[src/design/fpa_pkg.sv]
// Shared types, constants and helpers for the fixed-point ALU.
`timescale 1ns / 1ps
package fpa_pkg;

    localparam int WORD_BITS = 32;
    localparam int FRAC_BITS = 8;
    localparam int NUM_BITS  = WORD_BITS + FRAC_BITS;
    localparam int DIV_BPS   = 2;
    localparam int DIV_STG   = (NUM_BITS + DIV_BPS - 1) / DIV_BPS;
    localparam int NUM_PAD   = DIV_STG * DIV_BPS;
    localparam int SAT_W     = 2 * WORD_BITS + 1;

    typedef logic signed [WORD_BITS-1:0] t_word;
    typedef logic        [WORD_BITS-1:0] t_mag;

    typedef enum logic [3:0] {
        OP_ADD, OP_SUB, OP_MUL, OP_DIV, OP_GT, OP_LT, OP_GE, OP_LE,
        OP_EQ, OP_NE, OP_MIN, OP_MAX, OP_INC, OP_DEC, OP_TO_INT, OP_FROM_INT
    } t_op;

    // divider state: partial remainder, numerator/quotient shifter, divisor
    typedef struct packed {
        t_mag               rem;
        logic [NUM_PAD-1:0] sh;
        t_mag               den;
    } t_div;

    typedef struct packed {
        t_op   op;
        logic  neg;
        logic  cmp;
        logic  ov;
        logic  dz;
        t_word value;
    } t_carry;

    typedef struct packed {
        t_word value;
        logic  ov;
    } t_sat;

    function automatic t_mag mag_of(input t_word v);
        t_mag m;
        m = v[WORD_BITS-1] ? t_mag'(~v + 1'b1) : t_mag'(v);
        return m;
    endfunction

    // magnitude plus sign to saturated signed word
    function automatic t_sat sat_mag(input logic [SAT_W-1:0] mag, input logic neg);
        logic [SAT_W-1:0] lim;
        logic [SAT_W-1:0] m;
        t_sat             s;
        lim     = SAT_W'({1'b0, {(WORD_BITS-1){1'b1}}}) + SAT_W'(neg);
        s.ov    = mag > lim;
        m       = s.ov ? lim : mag;
        s.value = neg ? t_word'(~m[WORD_BITS-1:0] + 1'b1) : t_word'(m[WORD_BITS-1:0]);
        return s;
    endfunction

endpackage

[src/design/fpa_div_stage.sv]
// One registered stage of the restoring divider, DIV_BPS quotient bits.
`timescale 1ns / 1ps
module fpa_div_stage (
    input  logic          i_clk,
    input  logic          i_en,
    input  fpa_pkg::t_div i_state,
    output fpa_pkg::t_div o_state
);
    import fpa_pkg::*;

    t_div                 n_state;
    t_div                 r_state;
    logic [WORD_BITS:0]   trial;

    always_comb begin
        n_state = i_state;
        trial   = '0;
        for (int i = 0; i < DIV_BPS; i++) begin
            trial      = {n_state.rem, n_state.sh[NUM_PAD-1]};
            n_state.sh = {n_state.sh[NUM_PAD-2:0], 1'b0};
            if (trial >= {1'b0, n_state.den}) begin
                trial         = trial - {1'b0, n_state.den};
                n_state.sh[0] = 1'b1;
            end
            n_state.rem = trial[WORD_BITS-1:0];
        end
    end

    always_ff @(posedge i_clk) begin
        if (i_en) begin
            r_state <= n_state;
        end
    end

    assign o_state = r_state;
endmodule
[config.mk]
export PLATFORM = sky130hd
export DESIGN_NAME = fpa_div_stage
export DESIGN_NICKNAME = d
export VERILOG_FILES = /design/src/design/fpa_pkg.sv /design/src/design/fpa_div_stage.sv
export SDC_FILE = /design/constraint.sdc
export NUM_CORES = 1
export LEC_CHECK = 0
export BUFFER_PORTS_ARGS = -buffer_cell sky130_fd_sc_hd__buf_2
export CAP_MARGIN = 20
export CORE_UTILIZATION = 57
export DETAILED_ROUTE_END_ITERATION = 8
export PLACE_DENSITY_LB_ADDON = 0.2
export RECOVER_POWER = 25
export SLEW_MARGIN = 10
export SYNTH_ARGS = -nofsm -noshare
export SYNTH_HDL_FRONTEND = slang
export SYNTH_SLANG_ARGS = --single-unit
[constraint.sdc]
create_clock -name i_clk -period 13.6 [get_ports i_clk]
set_input_delay 2.72 -clock i_clk [delete_from_list [all_inputs] [get_ports i_clk]]
set_output_delay 2.72 -clock i_clk [all_outputs]
set_load 0.1 [all_outputs]
* Word level (Yosys, flattened, before mapping)
Index checks and enable logic that the tools add are counted.
** Word-level totals
- Flip-flop bits (word level) :: 104
- Input port bits :: 106
- Output and inout port bits :: 104
** Operators by class
- Magnitude comparators :: 2
- Add/sub/neg operators :: 2
- Muxes and demuxes :: 4
** Operator list (number)
- $ge A33 B32 Y1 :: 2
- $mux W32 :: 2
- $sub A32 B32 Y32 :: 2
- $mux W1 :: 2

* Logic depth before layout (Yosys ltp)
Gate-level depths: netlist of the first run.
- Depth after elaboration :: 4
- Depth in mapped cells :: 26

* Worst setup path after synthesis of the first run
No wires, ideal clock.
- Path type :: input-to-reg
- Start :: input port i_state[4] in the netlist's numbering
- End :: register r_state, in the netlist o_state[101] (data pin)
- Stages on the path :: 21
- Path slack :: 5.767 ns
- Arrival :: 7.571 ns
- Library setup time :: 0.262 ns
- Cell sequence :: inv_1 -> ha_1 -> or4_1 -> o2111ai_2 -> nand2_1 -> a21o_1 -> o31ai_4 -> buf_2 -> mux2_2 -> ha_1 -> a21o_1 -> a21oi_1 -> nor2b_1 -> a311o_1 -> a31oi_1 -> o21ai_1 -> a311oi_1 -> o221a_2 -> inv_2 -> buf_4 -> mux2_1
** RTL lines
- from (decl) :: line fpa_div_stage.sv:6 : input fpa_pkg::t_div i_state,
- to (signal assigned) :: line fpa_div_stage.sv:31 : r_state <= n_state;
- to (decl) :: line fpa_div_stage.sv:12 : t_div r_state;

==> results of run 1 <==
-- placed cells by master (no fill, tap or decap), drive strengths merged, types with 2 or more instances in the layout --
cell and n:
buf 194, edfxtp 104, a21oi 74, nand2 66, ha 64, inv 51
o21ai 50, nor2 49, xnor2 38, clkbuf 26, a21o 25, nand3 21
xor2 19, mux2 19, a211oi 10, and3 9, a31oi 9, nand2b 7
nor2b 7, o21bai 7, o21a 6, nand4 6, nor4 5, nor3 4
a221oi 4, o31ai 4, o211ai 3, and2 3, a21boi 3, nor3b 3
o221a 3, clkinv 3, and4 2, a221o 2, or3 2, mux2i 2
a211o 2, fa 2, o2111ai 2, a41oi 2
-- critical path, stage by stage --
cell and delay [ns]:
clkbuf_1 0.10, inv_1 0.07, ha_1 0.23, or4_1 0.57
o2111ai_2 0.30, nand2_1 0.11, a21o_1 0.23, o31ai_4 0.73
buf_4 0.47, mux2_2 0.40, ha_1 0.39, nand2_1 0.10
a211oi_1 0.25, o31ai_1 0.16, a21oi_1 0.22, a31oi_1 0.19
o21ai_1 0.40, a311oi_1 0.20, o221a_2 0.32, inv_2 0.68
mux2_1 0.39
-- worst paths after layout --
path | from | to | slack (ns) | depth (start not counted)
hold / removal | i_state[52] | o_state[54] | 2.53 | 1
setup / recovery | i_state[4] | o_state[87] | 4.42 | 21
-- cell families (layout without fill, tap and decap cells) --
group | after synthesis | count (layout) | share of synthesized area [%]
compound gates | 215 | 215 | 19.1
simple gates | 186 | 186 | 11.9
flops | 104 | 104 | 43.4
fa+ha+maj | 66 | 66 | 11.7
buf+inv | 66 | 275 | 3.74
xor+xnor | 57 | 57 | 6.94
mux | 21 | 21 | 3.25
-- Yosys cell counts (all sizes together) (4+ instances only) --
cell / number
edfxtp: 104
a21oi: 74
nand2: 66
ha: 64
o21ai: 50
nor2: 49
inv: 48
xnor2: 38
a21o: 25
nand3: 21
mux2: 19
xor2: 19
a211oi: 10
clkbuf: 10
a31oi: 9
and3: 9
buf: 8
nand2b: 7
nor2b: 7
o21bai: 7
nand4: 6
o21a: 6
nor4: 5
a221oi: 4
nor3: 4
o31ai: 4
-- power breakdown --
group | internal (mW) | switching [mW] | leakage, nW
clock network | 0.129 | 0.126 | 0.141
registers | 0.426 | 0.0132 | 1.02
logic | 0.218 | 0.666 | 2.70
-- through the flow --
step | instance area (um^2) | hold WS (ns) | instances | worst slack, ns
2_1_floorplan | 7190 | 2.82 | 715 | 5.77
3_3_place_gp | 8380 | 2.90 | 1076 | 4.39
3_5_place_dp | 8380 | 2.90 | 1076 | 4.17
4_1_cts | 8670 | 2.52 | 1092 | 4.48
5_1_grt | 8650 | 2.52 | 1092 | 3.86
6_report | 8650 | 2.53 | 1092 | 4.42
-- layout make-up --
class | count | area, um^2
Clock buffer | 9 | 225
Timing Repair Buffer | 211 | 1040
Tap cell | 168 | 210
Fill cell | 972 | 3510
Clock inverter | 7 | 70.1
Sequential cell | 104 | 3120
Multi-Input combinational cell | 545 | 3800
Inverter | 48 | 180
-- routing by layer --
metal | vias up | part of all wire [%] | global-route usage [%] | routed length [um]
met5 | - | 0 | 0 | 0
met4 | 0 | 2.7 | 12.6 | 496
met3 | 47 | 7.8 | 5.35 | 1450
met2 | 295 | 49 | 49.7 | 9150
met1 | 2970 | 40 | 34.1 | 7520
li1 | 3058 | - | - | -
==> out/results.env, run 1 <==
START_UTIL_PCT=59.2
HOLDCRITPATHCLASS='in -> reg'
END_KIND='register'
DETAILED_PLACE_HPWL_UM=14600
SLEW_VIOLATIONS=35
DIE_WIDTH_UM=114
MAX_CAP_VIOLATIONS=1
SYNTHESIS.AREA_PER_INSTANCE_UM2=10.1
SYNTH_CELLS=715
AREA_DELTA_SYNTH_FINAL_PCT=20.2
POWER.DENSITY_CELL_AREA_nW_PER_UM2=183
YS_SEQ_ELEMENTS=104
FINAL-HOLD-VIOLATION-COUNT=0
FAILED_CHECKS='capacitance limit, slew limit'
REQUIRED_TIME_OF_THE_CRITICAL_PATH_NS=13.71
SYNTHDOMINANTAREACELLTYPE='edfxtp_1'
SYNTH.YOSYS.SEQ_AREA_SHARE_PCT=43.4
IO_PINS=210
POSTCTSRESIZEDCELLS=0
GRT_REMAINING_OVERFLOW=0
DRT_ITER0_MARKERS=498
LEAKAGEPOWER_nW=3.86
ROW_COUNT=40
ANT_NETS=0
RSZ0062_AT_GRT='false'
RUN_STATUS='finished, violations left'
STARTPOINT_TYPE='primary input'
NUMBER_OF_BUFFERS_CREATED_BY_CTS=9
GRT_ANTENNA_BEFORE_REPAIR=0
GRT.TOTAL_USAGE_PCT=28.4
SYNTH_TOP_CELLS_BY_AREA='edfxtp_1 43%, ha_1 11%, a21oi_1 5.1%'
CRIT_ARRIVAL_NS=9.29
DIE_H_UM=114
TIGHTEST_SLEW_NS=2.07
TIMING.CRITICAL_PATH.FANOUT_MAX=48
MAPPEDNETLISTNETS=887
FLOORPLAN.DIE_AREA_UM2=13100
CTS_H_TREE_DEPTH=3
PERIOD_SHARE_PCT=67.5
GPL.FINAL_WEIGHTED_CONGESTION=0.931
SYNTH_EDF_COUNT=104
CORE-AREA_UM2=12200
FIRST_PASS_GRT_WIRE_LENGTH_UM=28900
SYNTH_TOP_FLOP_CELL='edfxtp_1'
ROUTE.DETAILED.VIAS_PER_INST=5.83
NETLIST_AREA_UM2=7190
FIN_SETUP_TNS_NS=0
YOSYS_WARNINGS=0
WIRE_PER_INST_UM=17.0
SETUP_FIX_BUFFERS_ADDED_AFTER_CLOCK_TREE_SYNTHESIS=0
FINALSETUPVIOLATIONS=0
SYNTHDISTINCTLIBCELLS=60
SYNTH_LARGEST_TYPE_AREA_FRACTION_PCT=43.4
CTS_SINKS=104
CLK_PIN_SLEW_NS=0.08
DETAILROUTE.VIA_COUNT=6370
TRITONCTS='yes'
ROOT_BUFFER='clkbuf_16'
CLK_PATH_BUF_DEPTH=2
MAX_FREQ_MHz=109
SLEW-LIMIT-HEADROOM_PCT=-37.8
POST_CTS_HOLD_BUFFER_COUNT=0
DRC=0
DESIGN.FINAL.NETS=1091
WORSTSETUPPATHTYPE='in -> reg'
FINALCOREUTILIZATION_PCT=71.1
PORTBUFFERS=209
ANTENNADIODECOUNT=0
WL_UM=18600
FLIP_FLOP_COUNT_OF_THE_LARGEST_REGISTER_AFTER_LAYOUT=104
ITERATION_COUNT_OF_THE_INITIAL_DETAILED_ROUTING_PASS=5
VIAS_IN_THE_FIRST_GLOBAL_ROUTE=6084
POWER.TOTAL_mW=1.58
POST-ROUTE-MIN-PERIOD_NS=9.18
ASYNCSETRESETFLOPFRACSYNTH_PCT=0
GRT_START_MAX_NET_PINS=72
PEAKVDDDROP_uV=114
FINAL_LAYOUT_SIZE_SUFFIX_GT1_SHARE_PCT=25.0
Power figures use the tool's default switching activity.
==> run 2: changes to the inputs <==
--- a/config.mk
+++ b/config.mk
@@ -5,9 +5,10 @@
 export SDC_FILE = /design/constraint.sdc
 export NUM_CORES = 1
 export LEC_CHECK = 0
+export ABC_AREA = 1
 export BUFFER_PORTS_ARGS = -buffer_cell sky130_fd_sc_hd__buf_2
 export CAP_MARGIN = 20
-export CORE_UTILIZATION = 57
+export CORE_UTILIZATION = 55
 export DETAILED_ROUTE_END_ITERATION = 8
 export PLACE_DENSITY_LB_ADDON = 0.2
 export RECOVER_POWER = 25
==> constraint.sdc (replaced) <==
create_clock -name i_clk -period 9.6 [get_ports i_clk]
set_input_delay 1.92 -clock i_clk [delete_from_list [all_inputs] [get_ports i_clk]]
set_output_delay 1.92 -clock i_clk [all_outputs]
set_load 0.1 [all_outputs]
==> out/results.env, run 2 <==
TRITONCTS='yes'
REQUIRED_TIME_OF_THE_CRITICAL_PATH_NS=9.83
CP.BUFFERS_INVERTERS=5
SLEW_VIOLATIONS=0
CTS_SINKS=104
YOSYS_WARNINGS=0
SETUP_FIX_BUFFERS_ADDED_AFTER_CLOCK_TREE_SYNTHESIS=0
POST_CTS_HOLD_BUFFER_COUNT=0
TIGHTEST_SLEW_NS=0.858
CPMOSTUSEDCELL='nand2_1'
FIRST_PASS_GRT_WIRE_LENGTH_UM=42400
AREA_DELTA_SYNTH_FINAL_PCT=17.2
DRC=0
SYNTH_TOP_CELLS_BY_AREA='edfxtp_1 36%, nand2_1 19%, ha_1 9.1%'
ROUTE.DETAILED.VIAS_PER_INST=5.46
GRT_START_MAX_NET_PINS=90
HOLDCRITPATHCLASS='in -> reg'
LAYOUT_COMMON_CELLS='451 x nand2_1, 209 x inv_1, 191 x buf_2, 104 x edfxtp_1, 83 x nor2_1'
MIN_FROM='i_state[40]'
END_KIND='register'
CRIT_PATH_MAX_INCR_DELAY_NS=0.50
CRIT_ARRIVAL_NS=7.07
START_UTIL_PCT=57.0
DIE_WIDTH_UM=128
WIRE_PER_INST_UM=17.1
GRT_REMAINING_OVERFLOW=0
MAX_CAP_VIOLATIONS=0
HOLD-PATH-CELL-COUNT=1
SYNTHDOMINANTAREACELLTYPE='edfxtp_1'
GRT_ANTENNA_BEFORE_REPAIR=0
FINALSETUPVIOLATIONS=0
VIAS_IN_THE_FIRST_GLOBAL_ROUTE=8290
SYNTH_LARGEST_TYPE_AREA_FRACTION_PCT=35.6
IO_PINS=210
DETAILED_PLACE_HPWL_UM=23600
STARTPOINT_TYPE='primary input'
PERIOD_SHARE_PCT=71.3
ROOT_BUFFER='clkbuf_16'
WORSTSETUPPATHTYPE='in -> reg'
FINAL_LAYOUT_SIZE_SUFFIX_GT1_SHARE_PCT=15.5
RSZ0062_AT_GRT='false'
YS_SEQ_ELEMENTS=104
MAX_FREQ_MHz=146
ITERATION_COUNT_OF_THE_INITIAL_DETAILED_ROUTING_PASS=5
HOLD_PATH_END='o_state[42]'
SYNTH.YOSYS.SEQ_AREA_SHARE_PCT=35.6
MAPPEDNETLISTNETS=1412
PORTBUFFERS=209
CLK_PIN_SLEW_NS=0.07
CLK_PATH_BUF_DEPTH=2
SYNTH_MOST_COMMON_CELL='nand2_1'
DESIGN.FINAL.NETS=1615
RUN_STATUS='finished clean'
FINAL_COMMON_CELL='nand2_1'
DRT_ITER0_MARKERS=960
FLOORPLAN.DIE_AREA_UM2=16500
TIMING.CRITICAL_PATH.SLOWEST_STAGE_CELL='nand2_2'
POWER.DENSITY_CELL_AREA_nW_PER_UM2=221
ANTENNADIODECOUNT=0
FIN_SETUP_TNS_NS=0
TIMING.CRITICAL_PATH.FANOUT_MAX=33
WL_UM=28400
NETLIST_TOP_CELLS_COUNT='451 x nand2_1, 209 x inv_1, 104 x edfxtp_1'
SYNTH_CELLS=1240
SYNTHESIS.AREA_PER_INSTANCE_UM2=7.07
PEAKVDDDROP_uV=134
POSTLAYOUTCELLAREA_UM2=10300
ROW_COUNT=45
SYNTHDISTINCTLIBCELLS=36
POSTPLACECELLAREA_UM2=9980
POSTCTSRESIZEDCELLS=0
ANT_NETS=0
LEAKAGEPOWER_nW=5.52
FLIP_FLOP_COUNT_OF_THE_LARGEST_REGISTER_AFTER_LAYOUT=104
DETAILROUTE.VIA_COUNT=9058
NUMBER_OF_BUFFERS_CREATED_BY_CTS=9
CTS_H_TREE_DEPTH=3
GPL.FINAL_WEIGHTED_CONGESTION=0.994
WORST_PATH_DOMINANT_CELL_FAMILY='simple AND/OR/NAND/NOR gates'
POST-ROUTE-MIN-PERIOD_NS=6.85
FINAL-HOLD-VIOLATION-COUNT=0
SYNTH_EDF_COUNT=104
ASYNCSETRESETFLOPFRACSYNTH_PCT=0
GRT.TOTAL_USAGE_PCT=34.3
SLEW-LIMIT-HEADROOM_PCT=42.8
NETLIST_AREA_UM2=8770
CORE-AREA_UM2=15400
DIE_H_UM=128
SYNTH_TOP_FLOP_CELL='edfxtp_1'
run 2: cell count changes after synthesis, moves of 23 or more:
| cell | change |
|---|---|
| a21oi_1 | -23 |
| nand4_1 | +45 |
| nor2_1 | +34 |
| nand2_1 | +385 |
| inv_1 | +162 |
| nand3_1 | +56 |
run 2: metal layers:
metal | up-vias | share of wire [%] | global-route usage, %
met3 | 78 | 9.2 | 5.01
met4 | 0 | 3.4 | 13.4
met1 | 4086 | 41 | 44.7
met5 | - | 0 | 0
li1 | 4409 | - | -
met2 | 485 | 47 | 57.3
run 2: layout make-up:
class	instances	area, um^2
Fill cell	1384	5090
Multi-Input combinational cell	902	4720
Sequential cell	104	3120
Timing Repair Buffer	213	1070
Inverter	213	801
Tap cell	211	264
Clock buffer	9	225
Clock inverter	7	73.8
run 2: cell families after synthesis:
kind of cell	count (synthesis)	share of synthesized area [%]
and+or+nand+nor	689	33.3
adders and majority gates	66	9.59
DFF	104	35.6
xor gates and xnor gates	42	4.20
buffers and inverters	234	10.6
AOI/OAI and AO/OA	105	6.76
run 2: worst max-delay path by stage:
stage	startpoint	to	slack [ns]	cells past startpoint
3_5_place_dp	i_state[8]	o_state[96]	2.59	26
3_3_place_gp	i_state[8]	o_state[79]	2.77	26
2_1_floorplan	i_state[7]	o_state[81]	4.40	26
5_1_grt	i_state[7]	o_state[96]	2.42	26
6_report	i_state[7]	o_state[96]	2.75	26
4_1_cts	i_state[8]	o_state[96]	2.94	26
run 2: through the flow:
stage / setup WS, ns / hold WS (ns) / utilization, % / std cells / power (mW)
3_5_place_dp: 2.59 / 2.10 / 64.9 / 1642 / 1.89
4_1_cts: 2.94 / 1.72 / 66.9 / 1658 / 2.25
6_report: 2.75 / 1.73 / 66.9 / 1659 / 2.27
2_1_floorplan: 4.40 / 2.02 / - / 1240 / 1.64
3_3_place_gp: 2.77 / 2.10 / 64.9 / 1642 / 1.88
5_1_grt: 2.42 / 1.72 / 66.9 / 1659 / 2.37
run 2: power by group:
part	switching (mW)	internal (mW)	leakage (nW)
Clock	0.178	0.184	0.147
Combinational	1.01	0.279	4.35
Sequential	0.0197	0.595	1.02
Total	1.21	1.06	5.52
==> run 3: changes to the inputs <==
--- a/config.mk
+++ b/config.mk
@@ -5,10 +5,10 @@
 export SDC_FILE = /design/constraint.sdc
 export NUM_CORES = 1
 export LEC_CHECK = 0
-export ABC_AREA = 1
+export ABC_AREA = 0
 export BUFFER_PORTS_ARGS = -buffer_cell sky130_fd_sc_hd__buf_2
 export CAP_MARGIN = 20
-export CORE_UTILIZATION = 55
+export CORE_UTILIZATION = 53
 export DETAILED_ROUTE_END_ITERATION = 8
 export PLACE_DENSITY_LB_ADDON = 0.2
 export RECOVER_POWER = 25
==> constraint.sdc (replaced) <==
create_clock -name i_clk -period 6.5 [get_ports i_clk]
set_input_delay 1.3 -clock i_clk [delete_from_list [all_inputs] [get_ports i_clk]]
set_output_delay 1.3 -clock i_clk [all_outputs]
set_load 0.1 [all_outputs]
==> out/results.env, run 3 (synthesized netlist as in run 1, its figures left out) <==
RUN_STATUS='finished, violations left'
FAILED_CHECKS='capacitance limit, slew limit'
HOLDCRITPATHCLASS='in -> reg'
END_KIND='register'
DESIGN.FINAL.NETS=1149
FIRST_PASS_GRT_WIRE_LENGTH_UM=30200
CTS_H_TREE_DEPTH=3
CLK_PIN_SLEW_NS=0.07
POST_CTS_HOLD_BUFFER_COUNT=0
DETAILROUTE.VIA_COUNT=6419
GRT_REMAINING_OVERFLOW=0
ITERATION_COUNT_OF_THE_INITIAL_DETAILED_ROUTING_PASS=5
STARTPOINT_TYPE='primary input'
CRIT_ARRIVAL_NS=6.35
WIRE_PER_INST_UM=16.1
TIGHTEST_SLEW_NS=2.87
DIE_H_UM=119
CTS_SINKS=104
FINAL_COMMON_CELL='buf_2'
PERIOD_SHARE_PCT=96.1
POWER.TOTAL_mW=3.39
HOLD-WORST-SLACK_NS=1.12
GPL.FINAL_WEIGHTED_CONGESTION=0.896
FINALCOREUTILIZATION_PCT=69.0
PEAKVDDDROP_uV=181
FLIP_FLOP_COUNT_OF_THE_LARGEST_REGISTER_AFTER_LAYOUT=104
GRT_ANTENNA_BEFORE_REPAIR=0
WORSTSETUPPATHTYPE='in -> reg'
ANT_NETS=0
TRITONCTS='yes'
PORTBUFFERS=209
FINAL-HOLD-VIOLATION-COUNT=0
ANTENNADIODECOUNT=0
FINALSETUPVIOLATIONS=0
IO_PINS=210
DRC=0
FLOORPLAN.DIE_AREA_UM2=14000
CORE-AREA_UM2=13200
SLEW_VIOLATIONS=53
DRT_ITER0_MARKERS=458
DIE_WIDTH_UM=119
MAX_FREQ_MHz=160
GRT.TOTAL_USAGE_PCT=27.1
CLK_PATH_BUF_DEPTH=2
MAX_CAP_VIOLATIONS=1
ROW_COUNT=42
TIMING.CRITICAL_PATH.FANOUT_MAX=24
DETAILED_PLACE_HPWL_UM=14700
AREA_DELTA_SYNTH_FINAL_PCT=27.0
START_UTIL_PCT=54.3
SLEW-LIMIT-HEADROOM_PCT=-91.2
GRT_START_MAX_NET_PINS=54
POWER.DENSITY_CELL_AREA_nW_PER_UM2=371
ROUTE.DETAILED.VIAS_PER_INST=5.55
LEAKAGEPOWER_nW=4.14
FINAL_LAYOUT_SIZE_SUFFIX_GT1_SHARE_PCT=30.5
NUMBER_OF_BUFFERS_CREATED_BY_CTS=9
WL_UM=18600
POST-ROUTE-MIN-PERIOD_NS=6.25
RSZ0062_AT_GRT='false'
REQUIRED_TIME_OF_THE_CRITICAL_PATH_NS=6.60
SETUP_FIX_BUFFERS_ADDED_AFTER_CLOCK_TREE_SYNTHESIS=0
VIAS_IN_THE_FIRST_GLOBAL_ROUTE=6227
LAYOUT_COMMON_CELLS='197 x buf_2, 104 x edfxtp_1, 74 x a21oi_1, 66 x nand2_1, 64 x ha_1'
ROOT_BUFFER='clkbuf_16'
FILLERINSTANCES=1104
## run 3: power by group
| part | switching (mW) | leakage [nW] | internal, mW |
|---|---|---|---|
| sequential | 0.0275 | 1.02 | 0.892 |
| combinational | 1.41 | 3.00 | 0.541 |
| clock | 0.255 | 0.128 | 0.264 |
| total | 1.69 | 4.14 | 1.70 |
## run 3: per-layer routing
layer	wire length (um)	track usage, %	part of all wire, %	vias up
met2	8990	46.4	48	230
met5	0	0	0	-
met3	1190	5.31	6.4	30
met4	378	9.81	2.0	0
met1	8060	34.1	43	2975
li1	-	-	-	3184
## run 3: worst max-delay path: stages
cell,delay [ns]
buf_2,0.09
inv_1,0.06
ha_1,0.23
or4_1,0.55
o2111ai_2,0.23
nand2_1,0.10
a21o_1,0.21
o31ai_4,0.32
buf_12,0.21
mux2_2,0.38
ha_1,0.39
nand4_1,0.16
a211oi_2,0.32
o31ai_2,0.12
a21oi_1,0.26
a31oi_2,0.19
o21ai_2,0.20
a311oi_2,0.14
o221a_2,0.32
inv_6,0.20
mux2_1,0.35
## run 3: repair_timing
action	4_1_cts	5_1_grt
resized for setup	1	9
setup endpoints to repair	12	32
endpoints found under the hold margin	0	0
## run 3: area by class of cell
type | instances | area [um^2] | area share [%]
repair buffers | 269 | 1490 | 16.4
well taps | 176 | 220 | 2.41
inverters | 48 | 185 | 2.03
flip-flops and latches | 104 | 3120 | 34.2
multi-input cells | 545 | 3830 | 42.0
clock inverters | 6 | 53.8 | 0.589
clock buffers | 9 | 225 | 2.47
## run 3: worst paths after layout
| kind | start | endpoint | depth (start not counted) |
|---|---|---|---|
| setup / recovery | i_state[5] | o_state[79] | 21 |
| hold / removal | i_state[39] | o_state[41] | 1 |
## run 3: stage by stage
stage               setup TNS [ns]  cell area (um^2)  worst slack [ns]  instances
finish                           0              9140             0.254       1157
global route                     0              9140           0.00322       1157
CTS                              0              9120            0.0857       1157
detailed placement          -10.51              8840            -0.382       1142
global placement             -8.66              8840            -0.301       1142
floorplan                        0              7190            0.0868        715
